==> config.mk <==
export PLATFORM = sky130hd
export DESIGN_NAME = bracket_match_error_scorer_flat
export DESIGN_NICKNAME = d
export VERILOG_FILES = /design/src/design/bms_pkg.sv /design/src/design/bms_if.sv /design/src/design/bms_stack.sv /design/src/design/bracket_match_error_scorer.sv /design/src/flat_wrapper.sv
export SDC_FILE = /design/constraint.sdc
export NUM_CORES = 1
export LEC_CHECK = 0
export ABC_AREA = 1
export BUFFER_PORTS_ARGS = -buffer_cell sky130_fd_sc_hd__clkbuf_2
export CAP_MARGIN = 30
export CORE_ASPECT_RATIO = 1.4
export CORE_MARGIN = 3
export CORE_UTILIZATION = 55
export CTS_BUF_LIST = sky130_fd_sc_hd__clkbuf_2 sky130_fd_sc_hd__clkbuf_4 sky130_fd_sc_hd__clkbuf_8
export CTS_CLUSTER_DIAMETER = 60
export CTS_CLUSTER_SIZE = 16
export DETAILED_ROUTE_END_ITERATION = 8
export PLACE_DENSITY = 0.8
export SLEW_MARGIN = 0
export SYNTH_ARGS = -nofsm -noshare
export SYNTH_HDL_FRONTEND = slang
export SYNTH_HIERARCHICAL = 1
export SYNTH_SLANG_ARGS = --single-unit
export TNS_END_PERCENT = 20
==> constraint.sdc <==
create_clock -name clk -period 9.2 [get_ports clk]
set_clock_uncertainty 0.15 [all_clocks]
set_input_delay 1.38 -clock clk [delete_from_list [all_inputs] [get_ports clk]]
set_output_delay 1.38 -clock clk [all_outputs]
set_load 0.01 [all_outputs]
==> src/design/bms_pkg.sv <==
package bms_pkg;

  localparam int STACK_DEPTH = 128;
  localparam int CNT_W       = $clog2(STACK_DEPTH + 1);
  localparam int ADDR_W      = $clog2(STACK_DEPTH);

  localparam int CH_W      = 8;
  localparam int SCORE_W   = 16;
  localparam int TOTAL_W   = 48;
  localparam int CFG_IDX_W = 4;
  localparam int CFG_W     = SCORE_W;

  localparam logic [TOTAL_W-1:0] TOTAL_MAX = '1;

  localparam logic [CFG_IDX_W-1:0] CFG_SCORE_ROUND  = 4'd0;
  localparam logic [CFG_IDX_W-1:0] CFG_SCORE_SQUARE = 4'd1;
  localparam logic [CFG_IDX_W-1:0] CFG_SCORE_CURLY  = 4'd2;
  localparam logic [CFG_IDX_W-1:0] CFG_SCORE_ANGLE  = 4'd3;

  localparam logic [SCORE_W-1:0] RST_SCORE_ROUND  = 16'd3;
  localparam logic [SCORE_W-1:0] RST_SCORE_SQUARE = 16'd57;
  localparam logic [SCORE_W-1:0] RST_SCORE_CURLY  = 16'd1197;
  localparam logic [SCORE_W-1:0] RST_SCORE_ANGLE  = 16'd25137;

  localparam logic [CH_W-1:0] CH_OPEN_ROUND   = 8'h28;
  localparam logic [CH_W-1:0] CH_CLOSE_ROUND  = 8'h29;
  localparam logic [CH_W-1:0] CH_OPEN_SQUARE  = 8'h5b;
  localparam logic [CH_W-1:0] CH_CLOSE_SQUARE = 8'h5d;
  localparam logic [CH_W-1:0] CH_OPEN_CURLY   = 8'h7b;
  localparam logic [CH_W-1:0] CH_CLOSE_CURLY  = 8'h7d;
  localparam logic [CH_W-1:0] CH_OPEN_ANGLE   = 8'h3c;
  localparam logic [CH_W-1:0] CH_CLOSE_ANGLE  = 8'h3e;

  typedef enum logic [1:0] {
    KIND_ROUND,
    KIND_SQUARE,
    KIND_CURLY,
    KIND_ANGLE
  } kind_t;

  typedef struct packed {
    logic  is_open;
    logic  is_close;
    kind_t kind;
  } char_class_t;

  typedef struct packed {
    logic  push;
    logic  pop;
    logic  clear;
    kind_t kind;
  } stack_op_t;

  typedef struct packed {
    kind_t            top;
    logic             empty;
    logic             full;
    logic [CNT_W-1:0] count;
  } stack_stat_t;

  typedef struct packed {
    logic corrupt;
    logic bad_char;
    logic overflow;
  } line_flags_t;

  typedef struct packed {
    logic [SCORE_W-1:0] line_score;
    line_flags_t        flags;
    logic [TOTAL_W-1:0] total_score;
  } result_t;

  function automatic char_class_t classify(logic [CH_W-1:0] c);
    char_class_t r;
    r = '{is_open: 1'b0, is_close: 1'b0, kind: KIND_ROUND};
    unique case (c)
      CH_OPEN_ROUND:   r = '{is_open: 1'b1, is_close: 1'b0, kind: KIND_ROUND};
      CH_OPEN_SQUARE:  r = '{is_open: 1'b1, is_close: 1'b0, kind: KIND_SQUARE};
      CH_OPEN_CURLY:   r = '{is_open: 1'b1, is_close: 1'b0, kind: KIND_CURLY};
      CH_OPEN_ANGLE:   r = '{is_open: 1'b1, is_close: 1'b0, kind: KIND_ANGLE};
      CH_CLOSE_ROUND:  r = '{is_open: 1'b0, is_close: 1'b1, kind: KIND_ROUND};
      CH_CLOSE_SQUARE: r = '{is_open: 1'b0, is_close: 1'b1, kind: KIND_SQUARE};
      CH_CLOSE_CURLY:  r = '{is_open: 1'b0, is_close: 1'b1, kind: KIND_CURLY};
      CH_CLOSE_ANGLE:  r = '{is_open: 1'b0, is_close: 1'b1, kind: KIND_ANGLE};
      default:         r = '{is_open: 1'b0, is_close: 1'b0, kind: KIND_ROUND};
    endcase
    return r;
  endfunction

endpackage

==> src/design/bms_if.sv <==
interface bms_char_if import bms_pkg::*; ();
  logic            valid;
  logic            ready;
  logic [CH_W-1:0] ch;
  logic            line_end;

  modport source (output valid, output ch, output line_end, input ready);
  modport sink (input valid, input ch, input line_end, output ready);
endinterface

interface bms_result_if import bms_pkg::*; ();
  logic               valid;
  logic               ready;
  logic [SCORE_W-1:0] line_score;
  logic               corrupt;
  logic               bad_char;
  logic               overflow;
  logic [TOTAL_W-1:0] total_score;

  modport source (output valid, output line_score, output corrupt, output bad_char,
                  output overflow, output total_score, input ready);
  modport sink (input valid, input line_score, input corrupt, input bad_char,
                input overflow, input total_score, output ready);
endinterface

==> src/design/bms_stack.sv <==
module bms_stack import bms_pkg::*; (
  input  logic        clk,
  input  logic        rst,
  input  stack_op_t   op,
  output stack_stat_t stat
);

  // top of stack lives in a register, entries below it in the memory
  kind_t            mem [STACK_DEPTH];
  kind_t            top;
  kind_t            top_next;
  kind_t            below;
  logic [CNT_W-1:0] count;
  logic [CNT_W-1:0] count_next;
  logic [CNT_W-1:0] cnt_m1;
  logic [CNT_W-1:0] cnt_m2;
  logic             full;
  logic             empty;
  logic             do_push;
  logic             do_pop;
  logic             we;
  logic [ADDR_W-1:0] waddr;
  logic [ADDR_W-1:0] raddr;

  assign full    = (count == CNT_W'(STACK_DEPTH));
  assign empty   = (count == '0);
  assign do_push = op.push && !full;
  assign do_pop  = op.pop && !empty;

  always_comb begin
    if (op.clear) begin
      count_next = '0;
    end else if (do_push) begin
      count_next = count + CNT_W'(1);
    end else if (do_pop) begin
      count_next = count - CNT_W'(1);
    end else begin
      count_next = count;
    end
  end

  always_comb begin
    if (do_push) begin
      top_next = op.kind;
    end else if (do_pop) begin
      top_next = below;
    end else begin
      top_next = top;
    end
  end

  // old top spills to the memory on a push; the entry under the new top is
  // prefetched every cycle at the next count minus two
  assign cnt_m1 = count - CNT_W'(1);
  assign cnt_m2 = count_next - CNT_W'(2);
  assign we     = do_push && !empty;
  assign waddr  = cnt_m1[ADDR_W-1:0];
  assign raddr  = cnt_m2[ADDR_W-1:0];

  always_ff @(posedge clk) begin
    if (we) begin
      mem[waddr] <= top;
    end
  end

  // a push always reads back the entry it writes, so forward it
  always_ff @(posedge clk) begin
    if (we) begin
      below <= top;
    end else begin
      below <= mem[raddr];
    end
    top <= top_next;
  end

  always_ff @(posedge clk) begin
    if (rst) begin
      count <= '0;
    end else begin
      count <= count_next;
    end
  end

  assign stat = '{top: top, empty: empty, full: full, count: count};

endmodule

==> src/design/bracket_match_error_scorer.sv <==
// Bracket checker: one char byte is taken per cycle on chars when ready, with
// line_end marking the last byte of a line. Openers ( [ { < are pushed on a
// stack of STACK_DEPTH entries; a matching closer pops it. The first wrong or
// unopened closer marks the line corrupt with that closer's score register;
// a non-delimiter byte or a push onto a full stack flags bad_char or overflow
// with score 0. After any of these the rest of the line is skipped. Each
// line end gives one result on results with a saturating 48-bit total. Items
// follow back to back while chars.ready is high: the stack top is held
// in a register and the entry beneath it is prefetched from the one stack
// memory each cycle, with the spilled entry forwarded on a push. Results
// sit in a two-entry queue, and chars.ready drops only while both entries
// wait. The stack memory needs no clearing after reset. Score registers are
// written through cfg_we, cfg_index and cfg_data; other indexes are ignored.
module bracket_match_error_scorer import bms_pkg::*; (
  input  logic                 clk,
  input  logic                 rst,
  bms_char_if.sink             chars,
  bms_result_if.source         results,
  input  logic                 cfg_we,
  input  logic [CFG_IDX_W-1:0] cfg_index,
  input  logic [CFG_W-1:0]     cfg_data
);

  logic [SCORE_W-1:0] score_reg [4];

  logic               done;
  logic               done_next;
  logic [SCORE_W-1:0] lscore;
  logic [SCORE_W-1:0] lscore_next;
  line_flags_t        flags;
  line_flags_t        flags_next;
  logic [TOTAL_W-1:0] total;
  logic [TOTAL_W-1:0] total_next;
  logic [TOTAL_W:0]   sum;

  char_class_t        cc;
  stack_op_t          op;
  stack_stat_t        stat;
  logic               accept;
  logic               emit;
  result_t            new_res;

  result_t            q0;
  result_t            q1;
  logic [1:0]         q_cnt;
  logic               q_pop;

  always_ff @(posedge clk) begin
    if (rst) begin
      score_reg[KIND_ROUND]  <= RST_SCORE_ROUND;
      score_reg[KIND_SQUARE] <= RST_SCORE_SQUARE;
      score_reg[KIND_CURLY]  <= RST_SCORE_CURLY;
      score_reg[KIND_ANGLE]  <= RST_SCORE_ANGLE;
    end else if (cfg_we) begin
      unique case (cfg_index)
        CFG_SCORE_ROUND:  score_reg[KIND_ROUND]  <= cfg_data[SCORE_W-1:0];
        CFG_SCORE_SQUARE: score_reg[KIND_SQUARE] <= cfg_data[SCORE_W-1:0];
        CFG_SCORE_CURLY:  score_reg[KIND_CURLY]  <= cfg_data[SCORE_W-1:0];
        CFG_SCORE_ANGLE:  score_reg[KIND_ANGLE]  <= cfg_data[SCORE_W-1:0];
        default: ;
      endcase
    end
  end

  assign accept = chars.valid && chars.ready;
  assign emit   = accept && chars.line_end;
  assign cc     = classify(chars.ch);

  always_comb begin
    op          = '{push: 1'b0, pop: 1'b0, clear: emit, kind: cc.kind};
    done_next   = done;
    lscore_next = lscore;
    flags_next  = flags;
    if (accept && !done) begin
      if (cc.is_open) begin
        if (stat.full) begin
          flags_next.overflow = 1'b1;
          done_next           = 1'b1;
        end else begin
          op.push = 1'b1;
        end
      end else if (cc.is_close) begin
        if (stat.empty || (stat.top != cc.kind)) begin
          flags_next.corrupt = 1'b1;
          lscore_next        = score_reg[cc.kind];
          done_next          = 1'b1;
        end else begin
          op.pop = 1'b1;
        end
      end else begin
        flags_next.bad_char = 1'b1;
        done_next           = 1'b1;
      end
    end
  end

  // carry out of the add means the total saturates
  assign sum = {1'b0, total} + (TOTAL_W + 1)'(lscore_next);

  always_comb begin
    if (!emit) begin
      total_next = total;
    end else if (sum[TOTAL_W]) begin
      total_next = TOTAL_MAX;
    end else begin
      total_next = sum[TOTAL_W-1:0];
    end
  end

  assign new_res = '{line_score: lscore_next, flags: flags_next, total_score: total_next};

  bms_stack u_stack (
    .clk  (clk),
    .rst  (rst),
    .op   (op),
    .stat (stat)
  );

  always_ff @(posedge clk) begin
    if (rst) begin
      done   <= 1'b0;
      lscore <= '0;
      flags  <= '0;
      total  <= '0;
    end else begin
      total <= total_next;
      if (emit) begin
        done   <= 1'b0;
        lscore <= '0;
        flags  <= '0;
      end else begin
        done   <= done_next;
        lscore <= lscore_next;
        flags  <= flags_next;
      end
    end
  end

  // two-entry result queue
  assign q_pop       = results.valid && results.ready;
  assign chars.ready = (q_cnt != 2'd2);

  always_ff @(posedge clk) begin
    if (rst) begin
      q_cnt <= 2'd0;
    end else begin
      unique case ({emit, q_pop})
        2'b10:   q_cnt <= q_cnt + 2'd1;
        2'b01:   q_cnt <= q_cnt - 2'd1;
        default: q_cnt <= q_cnt;
      endcase
    end
  end

  always_ff @(posedge clk) begin
    if (q_cnt == 2'd0) begin
      if (emit) begin
        q0 <= new_res;
      end
    end else if (q_cnt == 2'd1) begin
      if (emit && q_pop) begin
        q0 <= new_res;
      end else if (emit) begin
        q1 <= new_res;
      end
    end else begin
      if (q_pop) begin
        q0 <= q1;
      end
    end
  end

  assign results.valid       = (q_cnt != 2'd0);
  assign results.line_score  = q0.line_score;
  assign results.corrupt     = q0.flags.corrupt;
  assign results.bad_char    = q0.flags.bad_char;
  assign results.overflow    = q0.flags.overflow;
  assign results.total_score = q0.total_score;

`ifndef SYNTH
  a_emit_gives_result: assert property (@(posedge clk) disable iff (rst)
    emit |=> results.valid)
    else $error("line end item left no result");

  a_line_end_clears_stack: assert property (@(posedge clk) disable iff (rst)
    emit |=> (stat.count == '0))
    else $error("stack not cleared at line end");

  a_push_grows_stack: assert property (@(posedge clk) disable iff (rst)
    (op.push && !stat.full && !op.clear) |=> (stat.count == $past(stat.count) + 1))
    else $error("push did not grow the stack");

  a_total_monotonic: assert property (@(posedge clk) disable iff (rst)
    1'b1 |=> (total >= $past(total)))
    else $error("running total decreased");

  a_one_flag_per_line: assert property (@(posedge clk) disable iff (rst)
    results.valid |-> ($countones({results.corrupt, results.bad_char,
                                   results.overflow}) <= 1))
    else $error("more than one line status flag set");
`endif

endmodule
==> src/flat_wrapper.sv <==
// flat-port wrapper written by rule: the top's interface ports become plain ports
module bracket_match_error_scorer_flat import bms_pkg::*;
  (clk, rst, cfg_we, cfg_index, cfg_data, chars_valid, chars_ch, chars_line_end, chars_ready, results_valid, results_line_score, results_corrupt, results_bad_char, results_overflow, results_total_score, results_ready);
  bms_char_if chars_i ();
  bms_result_if results_i ();
  input  logic clk;
  input  logic rst;
  input  logic cfg_we;
  input  logic [CFG_IDX_W-1:0] cfg_index;
  input  logic [CFG_W-1:0] cfg_data;
  input wire logic [$bits(chars_i.valid)-1:0] chars_valid;
  input wire logic [$bits(chars_i.ch)-1:0] chars_ch;
  input wire logic [$bits(chars_i.line_end)-1:0] chars_line_end;
  output wire logic [$bits(chars_i.ready)-1:0] chars_ready;
  output wire logic [$bits(results_i.valid)-1:0] results_valid;
  output wire logic [$bits(results_i.line_score)-1:0] results_line_score;
  output wire logic [$bits(results_i.corrupt)-1:0] results_corrupt;
  output wire logic [$bits(results_i.bad_char)-1:0] results_bad_char;
  output wire logic [$bits(results_i.overflow)-1:0] results_overflow;
  output wire logic [$bits(results_i.total_score)-1:0] results_total_score;
  input wire logic [$bits(results_i.ready)-1:0] results_ready;
  assign chars_i.valid = chars_valid;
  assign chars_i.ch = chars_ch;
  assign chars_i.line_end = chars_line_end;
  assign chars_ready = chars_i.ready;
  assign results_valid = results_i.valid;
  assign results_line_score = results_i.line_score;
  assign results_corrupt = results_i.corrupt;
  assign results_bad_char = results_i.bad_char;
  assign results_overflow = results_i.overflow;
  assign results_total_score = results_i.total_score;
  assign results_i.ready = results_ready;
  bracket_match_error_scorer u_core (.clk(clk), .rst(rst), .chars(chars_i), .results(results_i), .cfg_we(cfg_we), .cfg_index(cfg_index), .cfg_data(cfg_data));
endmodule
; After elaboration in Yosys (flattened, before gate mapping)
; Memories as Yosys holds them, arrays and structs flattened.
; Index checks and enable logic that the tools add are counted.
[word_totals]
wordCells = 138
mem_bits_rw = 320
regBits = 216
memories = 2
[classes]
n_reduce_logical = 23
n_bitwise = 6
addsub = 6
n_eq_ne = 21
mux = 60
[mem_list]
columns = memory, depth, width, rd, rd_ports_with_merged_regs, write_ports, line
row1 = u_core.u_stack.mem, 128, 2, 1, 0, 1, bms_stack.sv:9  ; kind_t mem [STACK_DEPTH];
row2 = u_core.score_reg, 4, 16, 1, 0, 4, bracket_match_error_scorer.sv:24  ; logic [SCORE_W-1:0] score_reg [4];
[op_table]
columns = cell, n
row1 = 67-bit two-way mux, 5
row2 = 16-bit two-way mux, 8
row3 = 48-bit two-way mux, 2
row4 = 48-bit by 16-bit adder with 49-bit output, 1
row5 = 1-bit two-way mux, 34
row6 = 8-bit by 6-bit == test with 1-bit output (second input constant), 4
row7 = 8-bit by 7-bit == test with 1-bit output (second input constant), 4
row8 = 4-bit case mux with 8 select lines, 1
row9 = 8-bit two-way mux, 3
row10 = 2-bit two-way mux, 5
row11 = 8-bit by 1-bit adder with 8-bit output (second input constant), 1
row12 = 4-bit by 2-bit == test with 1-bit output (second input constant), 2
row13 = 8-bit == test (second input constant), 1
row14 = 1-bit logical AND, 8
row15 = 8-bit logical NOT, 1
row16 = 8-bit by 1-bit subtractor with 8-bit output (second input constant), 1
row17 = 7-bit by 2-bit subtractor with 7-bit output (second input constant), 1
row18 = 3-bit by 2-bit inequality test with 1-bit output (second input constant), 2
row19 = 3-bit AND reduction, 2
row20 = 2-bit nonzero test, 3
row21 = 2-bit by 1-bit == test with 1-bit output (second input constant), 2
row22 = 4-bit by 1-bit == test with 1-bit output (second input constant), 1
row23 = 4-bit logical NOT, 1
row24 = 2-bit inequality test (second input constant), 2
row25 = 15 further kinds, 21

; Longest topological paths before layout
; Gate-level depths: netlist of run 1.
; An unclocked memory read counts as a cell.
[logic_depth]
depth_word = 15
depth_mapped = 32

; By module
; The synthesis of run 1 kept the hierarchy.
[modules_own_cells]
columns = mod, instances, cells_each, area_each_um2
row1 = bms_stack, 1, 1340, 12981.2
row2 = bracket_match_error_scorer, 1, 1500, 12962.4

; Least setup slack after synthesis of run 1
; OpenSTA, ideal clock, no wires.
[synth_timing]
kind = input to register
startpoint = input port chars_valid
endpoint = register u_core/q1[0] (netlist bit), enable pin
cell_stages = 6
setup_slack_ns = -0.137
setup_ns = 0.657
arrival_ns = 8.530
cell_sequence = nand3_1 inv_1 buf_2 buf_1 ha_1 nor4_1
[synth_via]
elab_chain_len = 5
[synth_lines]
columns = element, line
row1 = start: declaration, flat_wrapper.sv:11  ; input wire logic [$bits(chars_i.valid)-1:0] chars_valid;
row2 = 1-bit logical AND (*), bracket_match_error_scorer.sv:65  ; assign accept = chars.valid && chars.ready;
row3 = 1-bit logical AND (*), bracket_match_error_scorer.sv:66  ; assign emit = accept && chars.line_end;
row4 = via u_core.emit, bracket_match_error_scorer.sv:40  ; logic emit;
row5 = 1-bit logical AND, bracket_match_error_scorer.sv:161  ; if (emit && q_pop) begin
row6 = 1-bit NOT (no source line), n/a
row7 = 4-bit AND reduction (no source line) (*), n/a
row8 = end signal: assignment, bracket_match_error_scorer.sv:164  ; q1 <= new_res;
row9 = end: declaration, bracket_match_error_scorer.sv:44  ; result_t q1;
; The timed path passes the listed nets; every way through them passes the cells marked *.
; A chain may end at the register's enable or synchronous reset.

==> results of run 1 <==
## through the flow
stage	worst slack [ns]	util (%)	cell area (um2)	instances	hold slack [ns]
final	3.24	59.7	27600	3539	0.343
after global routing	2.74	59.7	27600	3539	0.376
after global placement	2.84	57.7	26700	3459	0.315
after floorplan	2.63	-	25900	2840	0.287
after detailed placement	2.70	57.8	26800	3463	0.322
after CTS	3.32	59.6	27600	3537	0.346
## layout by cell type, fill, tap and decap left out, drive strengths merged, types with 14 or more instances in the layout
cell type  synthesis  final
nand2            760    760
edfxtp           456    456
inv              408    411
nand3            350    350
nor2             347    347
clkbuf            52    171
dfxtp             80     80
nand4             79     79
o21ai             58     58
a21oi             37     37
buf               70     27
ha                24     24
o211ai            24     24
nor3              21     21
or2               18     18
xor2              17     17
xnor2             14     14
## metal layers
layer	track usage [%]	share of wire [%]	vias to the layer above
met5	0	0	-
met4	12.0	4.5	0
met3	2.97	7.1	195
met2	44.9	51	842
met1	29.7	37	9301
li1	-	-	9362
## worst min-delay path, delay by kind of cell (launching register included)
kind,cells,cell delay (ns)
flops,1,0.35
compound gates,1,0.05
simple gates,1,0.07
## synthesized netlist by cell type (all sizes together)
cell type,number,area share [%]
dfxtp,80,6.2
o22ai,1,0.024
a31o,1,0.034
o211ai,24,0.69
nor3,21,0.59
edfxtp,456,53
buf,70,2.1
nand3b,3,0.087
o21ai,58,1.2
fa,1,0.077
a31oi,4,0.096
a21oi,37,0.76
xor2,17,0.68
clkinv,6,0.092
clkbuf,52,0.75
nand2,760,11
and2,3,0.072
inv,408,5.9
nand3,350,7.1
nor4,5,0.12
xnor2,14,0.57
ha,24,1.2
nor2,347,5.2
or2,18,0.43
o2111ai,1,0.034
nand4,79,1.9
## cell families (layout without fill, tap and decap cells)
| family | after synthesis | after routing |
|---|---|---|
| XOR/XNOR | 31 | 31 |
| AND/OR/NAND/NOR | 1586 | 1586 |
| other | 0 | 1 |
| adder cells (fa/ha/maj) | 25 | 25 |
| flip-flops | 536 | 536 |
| buffers and inverters | 536 | 617 |
| AO/OA/AOI/OAI | 126 | 126 |
## final timing paths
check	slack (ns)	endpoint	cells past startpoint	from
worst max-delay path	3.24	u_core/u_stack/below[0]	26	chars_ch[0]
worst min-delay path	0.34	u_core/done	2	u_core/done
worst max register to register	3.97	u_core/u_stack/below[0]	25	u_core/u_stack/count[0]
worst min register to register	0.34	u_core/done	2	u_core/done
## area by class of cell
type	count	area, um2
diodes	1	2.50
clock buffers	69	787
clock inverters	5	38.8
fillers	3958	18700
inverters	414	1560
multi-input cells	1768	8410
flip-flops and latches	536	15300
well taps	617	772
repair buffers	129	768
## report_power, final
part / internal (mW) / switching, mW / leakage [nW]
Combinational: 0.237 / 0.627 / 6.55
Clock: 0.547 / 0.767 / 0.446
Sequential: 2.89 / 0.0778 / 4.90
==> flow_metrics.env, run 1 <==
export IMPL_status="complete, no violations"
export IMPL_dieHeight_um=263
export IMPL_synth_mux_area_share_pct=0
export IMPL_synth_xor_area_share_pct=1.25
export IMPL_place_congestion=0.882
export IMPL_initialDrtViolationCount=1968
export IMPL_synthCells=2840
export IMPL_synth_compound_area_share_pct=2.80
export IMPL_layout_drive_gt1_share_pct=11.0
export IMPL_hold_class="register to register"
export IMPL_io_pin_count=103
export IMPL_critPathTopFamily="simple AND/OR/NAND/NOR gates"
export IMPL_syn2layout_area_growth_pct=6.49
export IMPL_syn_nets=2899
export IMPL_cp_start_kind="input pin"
export IMPL_clkSinkCount=536
export IMPL_ys_seq_area_share_pct=59.0
export IMPL_ys_warn_count=6
export IMPL_largest_reg_flops=256
export IMPL_clk_latency_ns=0.63
export IMPL_cap_violations=0
export IMPL_rsz0062_at_grt="false"
export IMPL_critPathBufInv=5
export IMPL_cp_arrival_ns=6.31
export IMPL_wire_per_inst_um=17.9
export IMPL_htreeDepth=2
export IMPL_hpwl_um=41200
export IMPL_route_detailed_drc=0
export IMPL_powerDensity_nw_per_um2=186
export IMPL_hold_violations=0
export IMPL_worstPathMaxFanout=86
export IMPL_postCtsSetupBuffers=0
export IMPL_peakVddDrop_mv=0.572
export IMPL_layout_worst_path_cycle_share_pct=64.7
export IMPL_cts_max_path_buffers=3
export IMPL_cp_common_cell="nand3_1"
export IMPL_cts_reportedPaths_clkPinSlew_ns=0.11
export IMPL_wirelength_um=63500
export IMPL_nets=2948
export IMPL_first_pass_iters=5
export IMPL_fp_dieW_um=190
export IMPL_vias_per_cell=5.57
export IMPL_fin_crit_ns=5.96
export IMPL_tightestPinTransition_ns=1.10
export IMPL_syn_area_um2=25900
export IMPL_synth_seq_cells=536
export IMPL_synth_simple_area_share_pct=26.9
export IMPL_worstPathRequired_ns=9.55
export IMPL_grt_pass1_wl_um=99900
export IMPL_dr_total_vias=19700
export IMPL_max_stage_delay_ns=0.77
export IMPL_grt_pass1_vias=19600
export IMPL_overflow=0
export IMPL_slew_viol_final=0
export IMPL_track_usage_pct=25.0
export IMPL_cts_buffers_inserted=40
export IMPL_leakage_nw=11.9
export IMPL_antenna_found_initial=1
export IMPL_core_area_um2=46300
export IMPL_cts_tree="done"
export IMPL_cts_resized=0
export IMPL_setup_viol=0
export IMPL_start_util_pct=56.0
export IMPL_postRouteAntennaNets=0
export IMPL_cts_hold_buf=0
export IMPL_yosysUniqueCellTypes=49
export IMPL_numPortBuffers=102
export IMPL_max_slew_margin_pct=26.7
export IMPL_fin_setup_tns_ns=0
export IMPL_cts_root_buffer="clkbuf_8"
export IMPL_path_class="input pin to register"
export IMPL_rows=93
export IMPL_max_freq_mhz=168
export IMPL_end_kind="register"
export IMPL_power_mw=5.15
export IMPL_synthAdderAreaFrac_pct=1.23
export IMPL_grt_max_degree=94
export IMPL_synth_top_family_by_area="simple AND/OR/NAND/NOR gates"
export IMPL_slowest_stage="buf_4"
export IMPL_die_area_um2=49800
export IMPL_syn_area_per_cell_um2=9.14
Note: power is estimated with default switching activity, not from simulation.
==> inputs of run 2 (changes only) <==
clock period = 5.06 ns   (was 9.2 ns; I/O delays follow)
==> flow_metrics.env, run 2 (synthesized netlist as in run 1, its figures left out) <==
export IMPL_postCtsSetupBuffers=0
export IMPL_start_util_pct=56.0
export IMPL_max_slew_margin_pct=36.8
export IMPL_cp_arrival_ns=4.87
export IMPL_seqPwrFrac_pct=57.8
export IMPL_power_share_combinational_pct=17.0
export IMPL_layout_drive_gt1_share_pct=11.5
export IMPL_fin_crit_ns=4.61
export IMPL_r2r_end="u_core/results.total_score[1]"
export IMPL_hold_violations=0
export IMPL_slowest_stage="fa_1"
export IMPL_place_congestion=0.932
export IMPL_numPortBuffers=102
export IMPL_cts_resized=0
export IMPL_rsz0062_at_grt="false"
export IMPL_max_freq_mhz=217
export IMPL_rows=93
export IMPL_initialDrtViolationCount=1830
export IMPL_grt_pass1_wl_um=101000
export IMPL_io_pin_count=103
export IMPL_layout_worst_path_cycle_share_pct=91.1
export IMPL_postRouteAntennaNets=0
export IMPL_antenna_found_initial=1
export IMPL_cts_reportedPaths_clkPinSlew_ns=0.10
export IMPL_fp_dieW_um=190
export IMPL_first_pass_iters=8
export IMPL_track_usage_pct=25.3
export IMPL_core_area_um2=46300
export IMPL_dieHeight_um=263
export IMPL_clkSinkCount=536
export IMPL_end_kind="register"
export IMPL_regToRegStartpoint="u_core/q_cnt[0]"
export IMPL_grt_max_degree=156
export IMPL_largest_reg_flops=256
export IMPL_max_stage_delay_ns=0.43
export IMPL_wire_per_inst_um=17.9
export IMPL_setup_ws_ns=0.451
export IMPL_htreeDepth=2
export IMPL_layout_commonest_cell="nand2_1"
export IMPL_r2r_setup_slack_ns=0.45
export IMPL_overflow=0
export IMPL_mostFrequentLayoutCells="nand2_1 (737), edfxtp_1 (456), inv_1 (380)"
export IMPL_wirelength_um=63800
export IMPL_clock_power_share_pct=25.3
export IMPL_post_place_ws_ns=0.0430
export IMPL_p_int_mw=6.69
export IMPL_hold_class="input pin to register"
export IMPL_cts_tree="done"
export IMPL_hpwl_um=41700
export IMPL_grt_pass1_vias=19900
export IMPL_syn2layout_area_growth_pct=6.97
export IMPL_cts_root_buffer="clkbuf_8"
export IMPL_tightestPinTransition_ns=0.947
export IMPL_slew_viol_final=0
export IMPL_peakVddDrop_mv=0.704
export IMPL_cts_hold_buf=0
export IMPL_route_detailed_drc=0
export IMPL_leakage_nw=12.0
export IMPL_cp_start_kind="register"
export IMPL_status="complete, no violations"
export IMPL_worstPathMaxFanout=18
export IMPL_critPathLaunch="u_core/q_cnt[0]"
export IMPL_vias_per_cell=5.57
export IMPL_power_switching_mw=2.70
export IMPL_cp_common_cell="nand2_1"
export IMPL_p_sw_share_pct=28.8
export IMPL_cp_endpoint="u_core/results.total_score[1]"
export IMPL_path_class="register to register"
export IMPL_powerDensity_nw_per_um2=338
export IMPL_cap_violations=0
export IMPL_setup_viol=0
export IMPL_worstPathRequired_ns=5.32
export IMPL_fillers=3899
export IMPL_cts_buffers_inserted=40
export IMPL_hold_slack_ns=0.310
export IMPL_nets=2966
export IMPL_dr_total_vias=19800
export IMPL_cts_max_path_buffers=3
export IMPL_ff2ff_path_depth=27
export IMPL_clk_latency_ns=0.63
export IMPL_die_area_um2=49800
[run 2: layout make-up]
class                           count  area, um2  share of cell area (%)
Antenna cell                        1       2.50                 0.00902
Timing Repair Buffer              147        898                    3.24
Clock buffer                       69        781                    2.81
Sequential cell                   536      15300                    55.1
Tap cell                          617        772                    2.78
Inverter                          414       1560                    5.60
Multi-Input combinational cell   1768       8410                    30.3
Clock inverter                      5       40.0                   0.144
[run 2: critical path: cells and delay by family, from the launching register on]
| family | cells | cell delay, ns |
|---|---|---|
| simple gates | 16 | 2.00 |
| fa+ha+maj | 3 | 0.87 |
| buf+inv | 7 | 0.71 |
| flops | 1 | 0.40 |
| compound gates | 1 | 0.28 |
[run 2: power groups by stage]
| stage | Clock, mW | Sequential, mW | Combinational (mW) |
|---|---|---|---|
| 2_1_floorplan | 0 | 5.65 | 0.766 |
| 3_3_place_gp | 0 | 5.53 | 1.55 |
| 3_5_place_dp | 0 | 5.53 | 1.59 |
| 4_1_cts | 2.43 | 5.44 | 1.60 |
| 5_1_grt | 2.56 | 5.47 | 1.74 |
| 6_report | 2.37 | 5.43 | 1.59 |
[run 2: worst min-delay path by stage]
stage                     start                      to  cells past startpoint
floorplan           u_core/done             u_core/done                      2
global placement    u_core/done             u_core/done                      2
detailed placement  u_core/done             u_core/done                      2
CTS                 cfg_data[9]  u_core/score_reg[3][9]                      3
global route        cfg_data[3]  u_core/score_reg[2][3]                      3
finish              cfg_data[9]  u_core/score_reg[3][9]                      3
[run 2: metal layers]
layer / routed length (um) / up-vias / part of all wire (%) / track usage, %
met3: 4310 / 204 / 6.8 / 3.04
met4: 2840 / 0 / 4.4 / 11.6
li1: - / 9399 / - / -
met5: 0 / - / 0 / 0
met2: 33000 / 865 / 52 / 45.2
met1: 23700 / 9342 / 37 / 30.4
[run 2: per-stage QoR]
stage	utilization (%)	TNS [ns]	area (um2)	instances	power (mW)
global placement	58.1	0	26900	3481	7.09
CTS	59.9	0	27700	3556	9.47
floorplan	-	-47.63	26000	2840	6.42
global route	59.9	0	27800	3557	9.76
finish	59.9	0	27800	3557	9.39
detailed placement	58.1	0	26900	3482	7.12
